**config.mk**
```make
export PLATFORM = sky130hd
export DESIGN_NAME = quoted_argument_tokenizer_top
export DESIGN_NICKNAME = d
export VERILOG_FILES = /design/src/qat_pkg.sv /design/src/qat_in_reg.sv /design/src/qat_core.sv /design/src/qat_out_reg.sv /design/src/quoted_argument_tokenizer_top.sv
export SDC_FILE = /design/constraint.sdc
export NUM_CORES = 1
export LEC_CHECK = 0
export BUFFER_PORTS_ARGS = -buffer_cell sky130_fd_sc_hd__buf_2
export CORE_UTILIZATION = 27
export DETAILED_ROUTE_END_ITERATION = 16
export HOLD_SLACK_MARGIN = 0.05
export PLACE_DENSITY_LB_ADDON = 0.15
export SYNTH_ARGS = -nofsm -noshare
export SYNTH_HDL_FRONTEND = slang
export SYNTH_SLANG_ARGS = --single-unit
```
**constraint.sdc**
```tcl
create_clock -name clk -period 3.5 [get_ports clk]
set_input_delay 0.7 -clock clk [delete_from_list [all_inputs] [get_ports clk]]
set_output_delay 0.7 -clock clk [all_outputs]
set_load 0.01 [all_outputs]
```
**src/qat_pkg.sv**
```systemverilog
package qat_pkg;

  localparam logic [7:0] CH_DQUOTE = 8'h22;
  localparam logic [7:0] CH_SQUOTE = 8'h27;
  localparam logic [7:0] CH_LBRACK = 8'h5B;
  localparam logic [7:0] CH_RBRACK = 8'h5D;
  localparam logic [7:0] CH_SPACE  = 8'h20;
  localparam logic [7:0] CH_TAB    = 8'h09;
  localparam logic [7:0] CH_BSLASH = 8'h5C;

  localparam logic [1:0] QK_NONE   = 2'd0;
  localparam logic [1:0] QK_DQUOTE = 2'd1;
  localparam logic [1:0] QK_SQUOTE = 2'd2;
  localparam logic [1:0] QK_BRACK  = 2'd3;

  typedef struct packed {
    logic [7:0] in_byte;
    logic       line_last;
  } in_item_t;

  typedef struct packed {
    logic [7:0] out_byte;
    logic       byte_valid;
    logic       token_end;
    logic       line_end;
  } res_item_t;

endpackage

```
**src/qat_in_reg.sv**
```systemverilog
module qat_in_reg (
  input  logic              clk,
  input  logic              rst_n,
  input  logic              in_tvalid,
  output logic              in_tready,
  input  qat_pkg::in_item_t in_item,
  input  logic              advance,
  output logic              hold_valid,
  output qat_pkg::in_item_t hold_item
);

  logic              valid_r, valid_nxt;
  qat_pkg::in_item_t item_r;

  assign in_tready  = !valid_r || advance;
  assign hold_valid = valid_r;
  assign hold_item  = item_r;

  always_comb begin
    valid_nxt = valid_r;
    if (in_tready) begin
      valid_nxt = in_tvalid;
    end
  end

  always_ff @(posedge clk) begin
    if (!rst_n) begin
      valid_r <= 1'b0;
    end else begin
      valid_r <= valid_nxt;
    end
  end

  always_ff @(posedge clk) begin
    if (in_tvalid && in_tready) begin
      item_r <= in_item;
    end
  end

endmodule

```
**src/qat_core.sv**
```systemverilog
module qat_core (
  input  logic               clk,
  input  logic               rst_n,
  input  qat_pkg::in_item_t  item,
  input  logic               advance,
  output logic               has_res,
  output qat_pkg::res_item_t res
);

  logic       inside_r, inside_nxt;
  logic [1:0] qk_r, qk_nxt;
  logic       pb_r, pb_nxt;
  logic       re_r, re_nxt;

  always_comb begin
    logic [7:0] c;
    logic       blank;
    logic       special;
    logic       take;
    logic       closes;
    logic       shielded;
    c        = item.in_byte;
    blank    = (c == qat_pkg::CH_SPACE) || (c == qat_pkg::CH_TAB);
    special  = blank || (c == qat_pkg::CH_DQUOTE) || (c == qat_pkg::CH_SQUOTE) ||
               (c == qat_pkg::CH_LBRACK) || (c == qat_pkg::CH_RBRACK);
    inside_nxt = inside_r;
    qk_nxt     = qk_r;
    pb_nxt     = pb_r;
    re_nxt     = re_r;
    take       = 1'b0;
    res        = '0;

    if (!inside_r) begin
      if (!blank) begin
        inside_nxt = 1'b1;
        pb_nxt     = 1'b0;
        re_nxt     = 1'b0;
        if (c == qat_pkg::CH_DQUOTE) begin
          qk_nxt = qat_pkg::QK_DQUOTE;
        end else if (c == qat_pkg::CH_SQUOTE) begin
          qk_nxt = qat_pkg::QK_SQUOTE;
        end else if (c == qat_pkg::CH_LBRACK) begin
          qk_nxt = qat_pkg::QK_BRACK;
        end else begin
          qk_nxt = qat_pkg::QK_NONE;
          take   = 1'b1;
        end
      end
    end else begin
      take = 1'b1;
    end

    unique case (qk_nxt)
      qat_pkg::QK_NONE:   closes = blank;
      qat_pkg::QK_DQUOTE: closes = (c == qat_pkg::CH_DQUOTE);
      qat_pkg::QK_SQUOTE: closes = (c == qat_pkg::CH_SQUOTE);
      qat_pkg::QK_BRACK:  closes = (c == qat_pkg::CH_RBRACK);
      default:            closes = 1'b0;
    endcase

    // backslash flags are only meaningful once the token is open
    shielded = pb_nxt && special;

    if (take) begin
      if (!shielded && closes) begin
        res.token_end = 1'b1;
        inside_nxt    = 1'b0;
        qk_nxt        = qat_pkg::QK_NONE;
        pb_nxt        = 1'b0;
        re_nxt        = 1'b0;
      end else begin
        if (re_nxt || (c != qat_pkg::CH_BSLASH)) begin
          res.out_byte   = c;
          res.byte_valid = 1'b1;
          re_nxt         = 1'b0;
        end else begin
          re_nxt = 1'b1;
        end
        pb_nxt = (c == qat_pkg::CH_BSLASH);
      end
    end

    if (item.line_last) begin
      if (inside_nxt) begin
        res.token_end = 1'b1;
      end
      res.line_end = 1'b1;
      inside_nxt   = 1'b0;
      qk_nxt       = qat_pkg::QK_NONE;
      pb_nxt       = 1'b0;
      re_nxt       = 1'b0;
    end

    has_res = res.byte_valid || res.token_end || res.line_end;
  end

  always_ff @(posedge clk) begin
    if (!rst_n) begin
      inside_r <= 1'b0;
      qk_r     <= qat_pkg::QK_NONE;
      pb_r     <= 1'b0;
      re_r     <= 1'b0;
    end else if (advance) begin
      inside_r <= inside_nxt;
      qk_r     <= qk_nxt;
      pb_r     <= pb_nxt;
      re_r     <= re_nxt;
    end
  end

endmodule

```
**src/qat_out_reg.sv**
```systemverilog
module qat_out_reg (
  input  logic               clk,
  input  logic               rst_n,
  input  logic               load,
  input  qat_pkg::res_item_t res,
  input  logic               out_tready,
  output logic               out_tvalid,
  output qat_pkg::res_item_t out_item
);

  logic               valid_r, valid_nxt;
  qat_pkg::res_item_t item_r;

  assign out_tvalid = valid_r;
  assign out_item   = item_r;

  always_comb begin
    valid_nxt = valid_r;
    if (load) begin
      valid_nxt = 1'b1;
    end else if (out_tready) begin
      valid_nxt = 1'b0;
    end
  end

  always_ff @(posedge clk) begin
    if (!rst_n) begin
      valid_r <= 1'b0;
    end else begin
      valid_r <= valid_nxt;
    end
  end

  always_ff @(posedge clk) begin
    if (load) begin
      item_r <= res;
    end
  end

endmodule

```
**src/quoted_argument_tokenizer_top.sv**
```systemverilog
// Shell-style tokenizer for log lines: one byte per request in, at most one
// result per byte out (token byte and/or token end / line end flags). Takes
// one byte per cycle with back-to-back requests while the output is not
// stalled; a byte passes the input register, then the result register, before
// its result is on the outputs. The tokenizer state is updated when a byte
// leaves the input register. Bytes that give no result (blanks between
// tokens, opening quotes) are absorbed without occupying the output.
module quoted_argument_tokenizer_top (
  input  logic       clk,
  input  logic       rst_n,
  input  logic       in_tvalid,
  output logic       in_tready,
  input  logic [7:0] in_tdata,   // [7:0] in_byte
  input  logic       in_tlast,   // line_last
  output logic       out_tvalid,
  input  logic       out_tready,
  output logic [7:0] out_tdata,  // [7:0] out_byte
  output logic [1:0] out_tuser,  // [0] byte_valid, [1] token_end
  output logic       out_tlast   // line_end
);

  qat_pkg::in_item_t  in_item;
  qat_pkg::in_item_t  hold_item;
  qat_pkg::res_item_t res;
  qat_pkg::res_item_t out_item;
  logic               hold_valid;
  logic               has_res;
  logic               advance;

  assign in_item.in_byte   = in_tdata;
  assign in_item.line_last = in_tlast;

  // a byte moves on when its result has room, or when it gives none
  assign advance = hold_valid && (!has_res || !out_tvalid || out_tready);

  qat_in_reg u_in_reg (
    .clk        (clk),
    .rst_n      (rst_n),
    .in_tvalid  (in_tvalid),
    .in_tready  (in_tready),
    .in_item    (in_item),
    .advance    (advance),
    .hold_valid (hold_valid),
    .hold_item  (hold_item)
  );

  qat_core u_core (
    .clk     (clk),
    .rst_n   (rst_n),
    .item    (hold_item),
    .advance (advance),
    .has_res (has_res),
    .res     (res)
  );

  qat_out_reg u_out_reg (
    .clk        (clk),
    .rst_n      (rst_n),
    .load       (advance && has_res),
    .res        (res),
    .out_tready (out_tready),
    .out_tvalid (out_tvalid),
    .out_item   (out_item)
  );

  assign out_tdata    = out_item.out_byte;
  assign out_tuser[0] = out_item.byte_valid;
  assign out_tuser[1] = out_item.token_end;
  assign out_tlast    = out_item.line_end;

endmodule

```
# ---- After elaboration in Yosys (flattened, before gate mapping)
# Index checks and enable logic that the tools add are counted.
dict set report totals {
  register_bits 27
  input_bits 13
  output_inout_bits 13
  word_cells 86
}
dict set report classes {
  eq_ne 11
  mux 38
  bitwise_logic 2
  reduce_logical 23
}
# op count
set ops {}
lappend ops {{2-to-1 mux 1 bit} 27}
lappend ops {{equality test 8 x 6 -> 1 bit (second input constant)} 3}
lappend ops {{equality test 8 x 7 -> 1 bit (second input constant)} 3}
lappend ops {{2-to-1 mux 2 bit} 10}
lappend ops {{logical OR 1 bit} 11}
lappend ops {{equality test 8 x 4 -> 1 bit (second input constant)} 1}
lappend ops {{inequality test 8 x 7 -> 1 bit (second input constant)} 1}
lappend ops {{logical AND 1 bit} 5}
lappend ops {{equality test 2 bit (second input constant)} 2}
lappend ops {{zero test 1 bit} 4}
lappend ops {{one-hot mux 1 bit (4 select lines)} 1}
lappend ops {{OR reduction 3 bit} 1}
lappend ops {{equality test 2 x 1 -> 1 bit (second input constant)} 1}
lappend ops {{zero test 2 bit} 1}
lappend ops {{inverter 1 bit} 2}
lappend ops {{nonzero test 2 bit} 1}

# ---- Logic depth before layout (Yosys ltp)
# Gate-level depths: netlist of the first run.
dict set report depth {
  depth_word 21
  mapped_depth 11
  depth_no_buf 8
}

# ---- Modules after synthesis
# From an unflattened synthesis of the first run, not the netlist that was laid out.
dict set report unflattened {
  cells_unflattened 128
  hier_area_um2 1437.6
}
# module instances cells_each area_per_inst_um2 seq_area_each_um2
set modules_own_cells {}
lappend modules_own_cells {qat_core 1 96 705.7 100.1}
lappend modules_own_cells {qat_out_reg 1 14 371.6 350.3}
lappend modules_own_cells {qat_in_reg 1 14 327.8 290.3}
lappend modules_own_cells {quoted_argument_tokenizer_top 1 4 32.5 0.0}

# ---- Worst setup path after synthesis of the first run
# OpenSTA, ideal clock, no wires.
dict set report synth_path {
  path_kind {register to output}
  start {reg u_in_reg.item_r (netlist bit u_in_reg.hold_item[1])}
  end {out in_tready}
  arrival_ns 2.436
  t_required_ns 2.800
  setup_slack_ns 0.364
  path_stages_with_launch 9
  n_path_buf 1
  path_cell_list {edfxtp_1 clkbuf_1 or4b_1 o211ai_1 mux2i_1 a2111oi_2 a21o_2 o21ai_1 or2_2}
}
dict set report synth_via {
  elab_chain_cells 20
  elab_cells_between_ends 52
  cone_classes {eq/ne: 10; mux: 25; reduce/logical: 17}
}
# item line_no
set synth_lines {}
lappend synth_lines {{start, declared} qat_in_reg.sv:13} ;# qat_pkg::in_item_t item_r;
lappend synth_lines {{start signal, assigned} qat_in_reg.sv:36} ;# item_r <= in_item;
lappend synth_lines {{equality test 8 x 7 -> 1 bit, or another cell as far along} {qat_core.sv:25, qat_core.sv:42}}
lappend synth_lines {{2-to-1 mux 2 bit or logical OR 1 bit (tied branches)} {qat_core.sv:42, qat_core.sv:23}}
lappend synth_lines {{2-to-1 mux 2 bit or logical OR 1 bit (tied branches)} {qat_core.sv:40, qat_core.sv:24}}
lappend synth_lines {{2-to-1 mux 2 bit or logical OR 1 bit (tied branches)} {qat_core.sv:38, qat_core.sv:24}}
lappend synth_lines {{2-to-1 mux 2 bit or logical OR 1 bit (tied branches)} {qat_core.sv:34, qat_core.sv:24}}
lappend synth_lines {{2-to-1 mux 2 bit or logical OR 1 bit (tied branches)} {qat_core.sv:33, qat_core.sv:25}}
lappend synth_lines {{equality test 2 bit, or another cell as far along} qat_core.sv:53} ;# unique case (qk_nxt)
lappend synth_lines {{one-hot mux 1 bit (4 select lines) or zero test 1 bit (tied branches)} {qat_core.sv:53, qat_core.sv:65}}
lappend synth_lines {{[... 2 more ...]} --}
lappend synth_lines {{2-to-1 mux 2 bit or 2-to-1 mux 1 bit (tied branches)} qat_core.sv:64} ;# if (take) begin
lappend synth_lines {{2-to-1 mux 1 bit} qat_core.sv:84} ;# if (inside_nxt) begin
lappend synth_lines {{2-to-1 mux 2 bit} qat_core.sv:83} ;# if (item.line_last) begin
lappend synth_lines {{logical OR 1 bit * (2 in series)} qat_core.sv:94} ;# has_res = res.byte_valid || res.token_end || res.line_end;
lappend synth_lines {{zero test 1 bit *} quoted_argument_tokenizer_top.sv:34} ;# assign advance = hold_valid && (!has_res || !out_tvalid || out_tready);
lappend synth_lines {{logical OR 1 bit * (2 in series)} quoted_argument_tokenizer_top.sv:34}
lappend synth_lines {{logical AND 1 bit *} quoted_argument_tokenizer_top.sv:34}
lappend synth_lines {{logical OR 1 bit *} qat_in_reg.sv:15} ;# assign in_tready = !valid_r || advance;
lappend synth_lines {{end, declared} quoted_argument_tokenizer_top.sv:12} ;# output logic in_tready,
# Every way passes the cells marked *; elsewhere a longest branch is shown, timed or not.

# ---- Worst setup path after layout of the first run
dict set report layout_path {
  start {reg u_in_reg.item_r (netlist bit u_in_reg.hold_item[3])}
  end {out in_tready}
}
# The elaborated chain is that of the path after synthesis.

==> results of run 1 <==
-- repair_timing --
action / 4_1_cts / 5_1_grt
pin swaps: 2 / 13
setup buffers: 4 / 5
resized for setup: 4 / 15
setup endpoints to repair: 1 / 12
-- layer usage --
layer	GRT usage, %	vias to the layer above	share of wire, %
li1	-	624	-
met1	15.2	621	44
met2	19.8	61	47
met3	2.63	8	5.5
met4	7.88	0	2.5
met5	0	-	0
-- state kept, by name (all words and copies together) (netlist names) --
register              cells
u_core.re_r               1
u_out_reg.out_tvalid      1
u_in_reg.hold_valid       1
u_in_reg.hold_item        9
u_out_reg.out_item       11
u_core.inside_r           1
u_core.qk_r               2
u_core.pb_r               1
-- cells by family (layout without fill, tap and decap cells) --
group	Yosys count	in the layout	share of synthesized area, %
compound gates	41	41	21.5
mux	1	1	0.675
flops	27	27	49.9
buf+inv	13	53	3.96
simple gates	56	56	23.9
-- critical path: stages (launching register included) --
cell	delay (ns)
edfxtp_1	0.44
or4_4	0.57
a211oi_4	0.36
mux2i_2	0.12
buf_4	0.16
a2111oi_4	0.22
a21o_2	0.20
o21ai_2	0.07
or2_4	0.26
buf_6	0.12
-- per-stage QoR --
stage                     std cells  hold WS (ns)  total power [mW]  util [%]  cell area [sq um]
after global routing            248         0.565             0.710      37.5               1950
after global placement          235         0.518             0.475      33.2               1730
after floorplan                 138         0.481             0.440         -               1480
final                           248         0.558             0.678      37.5               1950
after detailed placement        235         0.519             0.476      33.2               1730
after CTS                       243         0.539             0.670      35.1               1830
-- path summary, 6_finish.rpt --
path | startpoint | endpoint | slack (ns) | depth (start not counted)
setup / recovery | u_in_reg.hold_item[3] | in_tready | -0.007 | 9
hold / removal | u_core.re_r | u_core.re_r | 0.56 | 2
setup reg to reg | u_in_reg.hold_item[3] | u_out_reg.out_item[7] | 0.14 | 8
hold reg to reg | u_core.re_r | u_core.re_r | 0.56 | 2
-- placed cells by master, fill, tap and decap left out, types with 3 or more instances in the layout --
| cell | synthesis | routed |
|---|---|---|
| a21oi_1 | 5 | 5 |
| nand4_1 | 3 | 3 |
| buf_4 | 0 | 16 |
| buf_2 | 2 | 24 |
| nor2b_1 | 5 | 5 |
| inv_1 | 5 | 5 |
| clkbuf_8 | 0 | 3 |
| dfxtp_1 | 7 | 7 |
| edfxtp_1 | 20 | 20 |
| nor2_1 | 4 | 4 |
| buf_6 | 1 | 3 |
| and2_1 | 6 | 6 |
| o21ai_0 | 4 | 4 |
| nand2b_1 | 3 | 3 |
| o211ai_1 | 4 | 4 |
| nand2_1 | 9 | 9 |
-- power by group through the flow --
stage / registers, mW / clock network (mW) / logic, mW
after floorplan: 0.385 / 0 / 0.0548
after global placement: 0.384 / 0 / 0.0904
after detailed placement: 0.385 / 0 / 0.0909
after CTS: 0.376 / 0.196 / 0.0984
after global routing: 0.378 / 0.210 / 0.122
final: 0.376 / 0.189 / 0.112
-- area by class of cell --
cell class              count  area (sq um)
clock buffers               3          41.3
clock inverters             1          7.51
fillers                   521          3250
inverters                   6          22.5
multi-input cells          98           781
flip-flops and latches     27           741
well taps                  70          87.6
repair buffers             43           274
==> results.toml, run 1 <==
[logic_synthesis]
synthArstFlopShare_pct = 0
ys_top_cells_by_area = "edfxtp_1 (40%), dfxtp_1 (9.4%), and2_1 (2.5%)"
synthFlopType = "edfxtp_1"
synth_area_sq_um = 1480
ys_types = 58
synthesis.nets = 151
ys_warn_count = 0
yosysTopAreaCellShare_pct = 40.5
ys_ff_latch = 27
ys_seq_area_share_pct = 49.9
synthCells = 138
synth_most_common_cell = "edfxtp_1"
synth_edf_count = 20
yosysTopAreaCell = "edfxtp_1"
synth.avg_cell_area_sq_um = 10.8
synth.top_cells.by_count = "edfxtp_1 (20), nand2_1 (9), dfxtp_1 (7), and2_1 (6)"

[floorplan]
core_sq_um = 5200
fp.dieH_microns = 76.1
dieWidth_microns = 76.1
ios = 26
row_count = 26
die-area_sq_um = 5800
start_util_pct = 28.5

[grt]
grt_start_max_net_pins = 17
grt-ovfl-total = 0
track_usage_pct = 12.4
grt_pass1_wl_mm = 5.76
grt_pass1_vias = 1243
antenna_found_initial = 0

[timing]
rsz0062_at_grt = "yes"
finalSetupViolations = 1
relSlewSlack_pct = 27.9
worst_pin_slew_ns = 1.08
fin_crit_sh_pct = 100
skew_ns = 0.00590
drv_slew = 0
max_freq_mhz = 285
setup_ws_ns = -0.00728
hold_viol = 0
fin_crit_ns = 3.51
tns_ns = -0.00728

[routing]
drc = 0
wirelength_mm = 3.70
ant_nets = 0
vias_per_cell = 5.30
dr_total_vias = 1314
wl_per_cell_microns = 14.9
drtIter0Drc = 70
firstDrtPassIters = 4

[worst_setup_path]
critical_path_arrival_ns = 2.81
cp_data_required_time_ns = 2.80
crit_type = "flip-flop to output port"
path_max_fanout = 4
cp-end-kind = "output port"
worstSetupStartpointType = "flip-flop"

[clocking]
clkLatencyLatePin_ns = 0.29
ctsHtreeMaxLevel = 1
cts_hold_buf = 0
clockBufferDepth = 2
cts_buffers = 3
clockRootBuffer = "clkbuf_8"
clock-sinks = 27
cts_tree = "yes"
cts.clk_slew.worst_paths_ns = 0.10

[pwr]
ir_worst_vdd_v = 0.000130
p_sw_mw = 0.181
pwr-share-comb_pct = 16.6
internal_power_mw = 0.496
power_leakage_nw = 0.697
switching_share_pct = 26.8
power.share.sequential_pct = 55.6
pwr-share-clk_pct = 27.9
powerDensity_nw_per_um2 = 347

[cells_and_area]
diodes = 0
area_growth_syn_to_layout_pct = 31.7
drive_gt1_share_pct = 38.8
final_nets = 192

[place]
place_ws_ns = 0.179
gp_congestion = 0.838
place_hpwl_mm = 2.51
portBuffers = 25

[outcome]
violations = "setup timing"
status = "finished with violations"

[flow_run]
cap_violations = 0

[worst_hold_path]
hp-class = "flip-flop to flip-flop"
Power figures use the tool's default switching activity.
==> inputs of run 2 (changes only) <==
- SETUP_SLACK_MARGIN: not set -> 0.2
==> results.toml, run 2 (synthesized netlist as in run 1, its figures left out) <==
[cells_and_area]
regArea_sq_um = 741
drive_gt1_share_pct = 38.4
diodes = 0
mostFrequentLayoutCells = "buf_2 (24), edfxtp_1 (20), buf_4 (15), nand2_1 (9), dfxtp_1 (7)"
largest_reg_flops = 11
multi_input_area_sq_um = 787
final_nets = 191
fillers = 532
area_growth_syn_to_layout_pct = 31.6
layout_commonest_cell = "buf_2"

[place]
place_hpwl_mm = 2.51
gp_congestion = 0.838
portBuffers = 25

[floorplan]
ios = 26
core_sq_um = 5200
row_count = 26
die-area_sq_um = 5800
fp.dieH_microns = 76.1
start_util_pct = 28.5
dieWidth_microns = 76.1

[clocking]
clkLatencyLatePin_ns = 0.29
clock-sinks = 27
cts.clk_slew.worst_paths_ns = 0.10
clockBufferDepth = 2
cts_buffers = 3
cts_hold_buf = 0
ctsHtreeMaxLevel = 1
clockRootBuffer = "clkbuf_8"
cts_tree = "yes"

[grt]
antenna_found_initial = 0
grt_pass1_vias = 1240
grt_pass1_wl_mm = 5.82
grt_start_max_net_pins = 17
grt-ovfl-total = 0
track_usage_pct = 12.6

[timing]
relSlewSlack_pct = 57.1
fin_crit_sh_pct = 99.0
fin_crit_ns = 3.46
rsz0062_at_grt = "yes"
holdWs_ns = 0.552
hold_viol = 0
drv_slew = 0
skew_ns = 0.00258
max_freq_mhz = 289
worst_pin_slew_ns = 0.643
finalSetupViolations = 0

[flow_run]
cap_violations = 0

[routing]
drc = 0
firstDrtPassIters = 4
wl_per_cell_microns = 15.5
dr_total_vias = 1291
wirelength_mm = 3.84
ant_nets = 0
vias_per_cell = 5.23
drtIter0Drc = 43

[pwr]
power_leakage_nw = 0.694
ir_worst_vdd_v = 0.000148
powerDensity_nw_per_um2 = 348
total_power_mw = 0.679

[worst_setup_path]
cp_data_required_time_ns = 2.80
critical_path_arrival_ns = 2.76
cp-end-kind = "output port"
r2r_cells = 9
crit_type = "flip-flop to output port"
worstSetupStartpointType = "flip-flop"
crit_chain = "or4_4 > a211oi_4 > buf_4 > buf_6 > or2_2 > a2bb2oi_4 > o21ai_2 > inv_2 > o21ai_2 > or2_4 > buf_6"
crit_slowest_cell = "or4_4"
critical-path-max-stage-delay_ns = 0.57
path_max_fanout = 11

[worst_hold_path]
whs_path_depth = 2
hp-class = "flip-flop to flip-flop"

[outcome]
status = "finished clean"
run 2: cell count changes in the layout (fill, tap and decap cells not counted), sizes merged:
cell / previous run / this run
buf: 43 / 42
run 2: final timing paths:
path	start	endpoint	slack [ns]
min	u_core.re_r	u_core.re_r	0.55
max reg2reg	u_in_reg.hold_item[5]	u_in_reg.hold_item[7]	0.43
max	u_in_reg.hold_item[3]	in_tready	0.04
min reg2reg	u_core.re_r	u_core.re_r	0.55
run 2: power breakdown:
group	switching [mW]	leakage (nW)	internal [mW]	total, mW
combinational	0.0627	0.426	0.0502	0.113
sequential	0.0122	0.247	0.364	0.376
clock	0.109	0.0217	0.0813	0.190
run 2: critical path: cells and delay by family (launching register included):
| family | cells | cell delay (ns) |
|---|---|---|
| buf+inv | 4 | 0.50 |
| simple gates | 3 | 1.00 |
| compound gates | 4 | 0.52 |
| flops | 1 | 0.45 |
run 2: timing repair:
action / 4_1_cts / 5_1_grt
buffers inserted: 5 / 3
pin swaps: 6 / 10
resized for setup: 9 / 10
endpoints found under the setup margin: 12 / 1
run 2: layout make-up:
type                    count  share of cell area [%]
flip-flops and latches     27                    37.9
well taps                  70                    4.48
repair buffers             42                    13.6
clock inverters             1                   0.384
inverters                   6                    1.15
multi-input cells          98                    40.3
clock buffers               3                    2.11
run 2: layer usage:
| metal | up-vias | global-route usage [%] | wire length (microns) |
|---|---|---|---|
| met2 | 47 | 20.6 | 1870 |
| met1 | 612 | 15.1 | 1670 |
| met4 | 0 | 7.50 | 110 |
| met5 | - | 0 | 0 |
| met3 | 11 | 2.63 | 181 |
| li1 | 621 | - | - |
run 2: through the flow:
| step | area, sq um | utilization (%) | TNS (ns) | setup WS (ns) | instances |
|---|---|---|---|---|---|
| 6_report | 1950 | 37.5 | 0 | 0.0351 | 247 |
| 5_1_grt | 1950 | 37.5 | -0.0789 | -0.0789 | 247 |
| 4_1_cts | 1860 | 35.6 | 0 | 0.0557 | 244 |
| 3_5_place_dp | 1730 | 33.2 | 0 | 0.179 | 235 |
| 3_3_place_gp | 1730 | 33.2 | 0 | 0.287 | 235 |
| 2_1_floorplan | 1480 | - | 0 | 0.364 | 138 |
==> inputs of run 3 (changes only) <==
- BUFFER_PORTS_ARGS: -buffer_cell sky130_fd_sc_hd__buf_2 -> not set
- CORE_MARGIN: not set -> 3
- CORE_UTILIZATION: 27 -> 62
- DONT_BUFFER_PORTS: not set -> 1
==> results.toml, run 3 (synthesized netlist as in run 1, its figures left out) <==
[outcome]
status = "finished with violations"
violations = "setup timing"

[routing]
drc = 0
vias_per_cell = 6.92
ant_nets = 0
wl_per_cell_microns = 18.5
dr_total_vias = 1281
wirelength_mm = 3.43
drtIter0Drc = 76
firstDrtPassIters = 4

[pwr]
powerDensity_nw_per_um2 = 349
power_leakage_nw = 0.594
ir_worst_vdd_v = 0.000385

[floorplan]
dieWidth_microns = 54.9
ios = 26
start_util_pct = 66.4
core_sq_um = 2230
die-area_sq_um = 3020
fp.dieH_microns = 54.9
row_count = 17

[worst_hold_path]
whs_path_depth = 0
hp-class = "primary input to flip-flop"

[cells_and_area]
utilization_pct = 78.4
final_nets = 171
fillers = 137
diodes = 0
mostFrequentLayoutCells = "buf_4 (20), edfxtp_1 (20), nand2_1 (9), dfxtp_1 (7), and2_1 (6)"
final_cell_area_sq_um = 1750
drive_gt1_share_pct = 29.3
instances_no_fill = 185
largest_reg_flops = 11
area_growth_syn_to_layout_pct = 18.0

[grt]
grt_start_max_net_pins = 15
track_usage_pct = 26.0
grt_pass1_vias = 1167
antenna_found_initial = 0
grt-ovfl-total = 0
grt_pass1_wl_mm = 5.51

[timing]
rsz0062_at_grt = "yes"
fin_crit_sh_pct = 101
max_freq_mhz = 283
hold_viol = 0
setup_ws_ns = -0.0343
fin_crit_ns = 3.53
holdWs_ns = 0.459
finalSetupViolations = 1
worst_pin_slew_ns = 0.539
skew_ns = 0.00922
tns_ns = -0.0343
drv_slew = 0
relSlewSlack_pct = 63.7

[worst_setup_path]
cp.depth = 9
critical_path_arrival_ns = 2.83
worstSetupStartpointType = "flip-flop"
crit_family = "compound AO/OA/AOI/OAI gates"
worst-path-buf-inv = 2
cp-end-kind = "output port"
r2r_cells = 10
path_max_fanout = 4
crit_type = "flip-flop to output port"
crit_slowest_cell = "or4b_4"
crit_top_cell = "o21ai_2"
critical-path-max-stage-delay_ns = 0.52
crit_chain = "buf_6 > or4b_4 > o211ai_1 > mux2i_2 > a2111o_1 > o21ai_2 > inv_2 > o21ai_2 > or2_4"
cp_data_required_time_ns = 2.80

[clocking]
cts.clk_slew.worst_paths_ns = 0.13
ctsHtreeMaxLevel = 1
clockRootBuffer = "clkbuf_4"
clock-sinks = 27
clkLatencyLatePin_ns = 0.33
cts_buffers = 3
cts_tree = "yes"
clockBufferDepth = 2

[place]
gp_congestion = 0.857
place_hpwl_mm = 2.14
dpl_cell_area_sq_um = 1540
portBuffers = 0
dp.cells = 166

[flow_run]
cap_violations = 0
## run 3: layer usage
| layer | share of wire (%) | up-vias | wire (microns) | track usage (%) |
|---|---|---|---|---|
| met1 | 40 | 596 | 1370 | 35.5 |
| met4 | 2.1 | 0 | 72 | 9.72 |
| li1 | - | 584 | - | - |
| met3 | 9.1 | 9 | 311 | 4.56 |
| met2 | 49 | 92 | 1670 | 41.3 |
| met5 | 0 | - | 0 | 0 |
## run 3: worst paths after layout
kind,from,slack (ns),endpoint
setup / recovery,u_in_reg.hold_item[3],-0.03,in_tready
hold / removal,in_tlast,0.46,u_in_reg.hold_item[0]
setup reg to reg,u_in_reg.hold_item[3],0.37,u_in_reg.hold_item[7]
hold reg to reg,u_core.re_r,0.60,u_core.re_r
## run 3: layout make-up
class / count / area [sq um] / share of cell area, %
repair buffers: 22 / 173 / 9.86
flip-flops and latches: 27 / 741 / 42.3
well taps: 28 / 35.0 / 2.00
multi-input cells: 98 / 753 / 43.0
inverters: 6 / 22.5 / 1.29
clock buffers: 4 / 26.3 / 1.50
## run 3: power by group
group	total [mW]	internal [mW]	switching, mW
Combinational	0.0927	0.0421	0.0506
Clock	0.135	0.0448	0.0902
Sequential	0.383	0.365	0.0182
Total	0.611	0.452	0.159
## run 3: per-stage QoR
stage	worst slack [ns]	power (mW)
2_1_floorplan	0.364	0.440
3_3_place_gp	0.277	0.454
3_5_place_dp	0.234	0.457
4_1_cts	0.105	0.600
5_1_grt	-0.156	0.635
6_report	-0.0343	0.611
## run 3: what timing repair did
action                                 CTS  global route
endpoints found under the hold margin    0             0
setup buffers                           12             3
gates resized for setup                  9             5
hold buffers                             0             0
cloned                                   0             0
setup endpoints to repair                1             1
pin swaps                                6             6
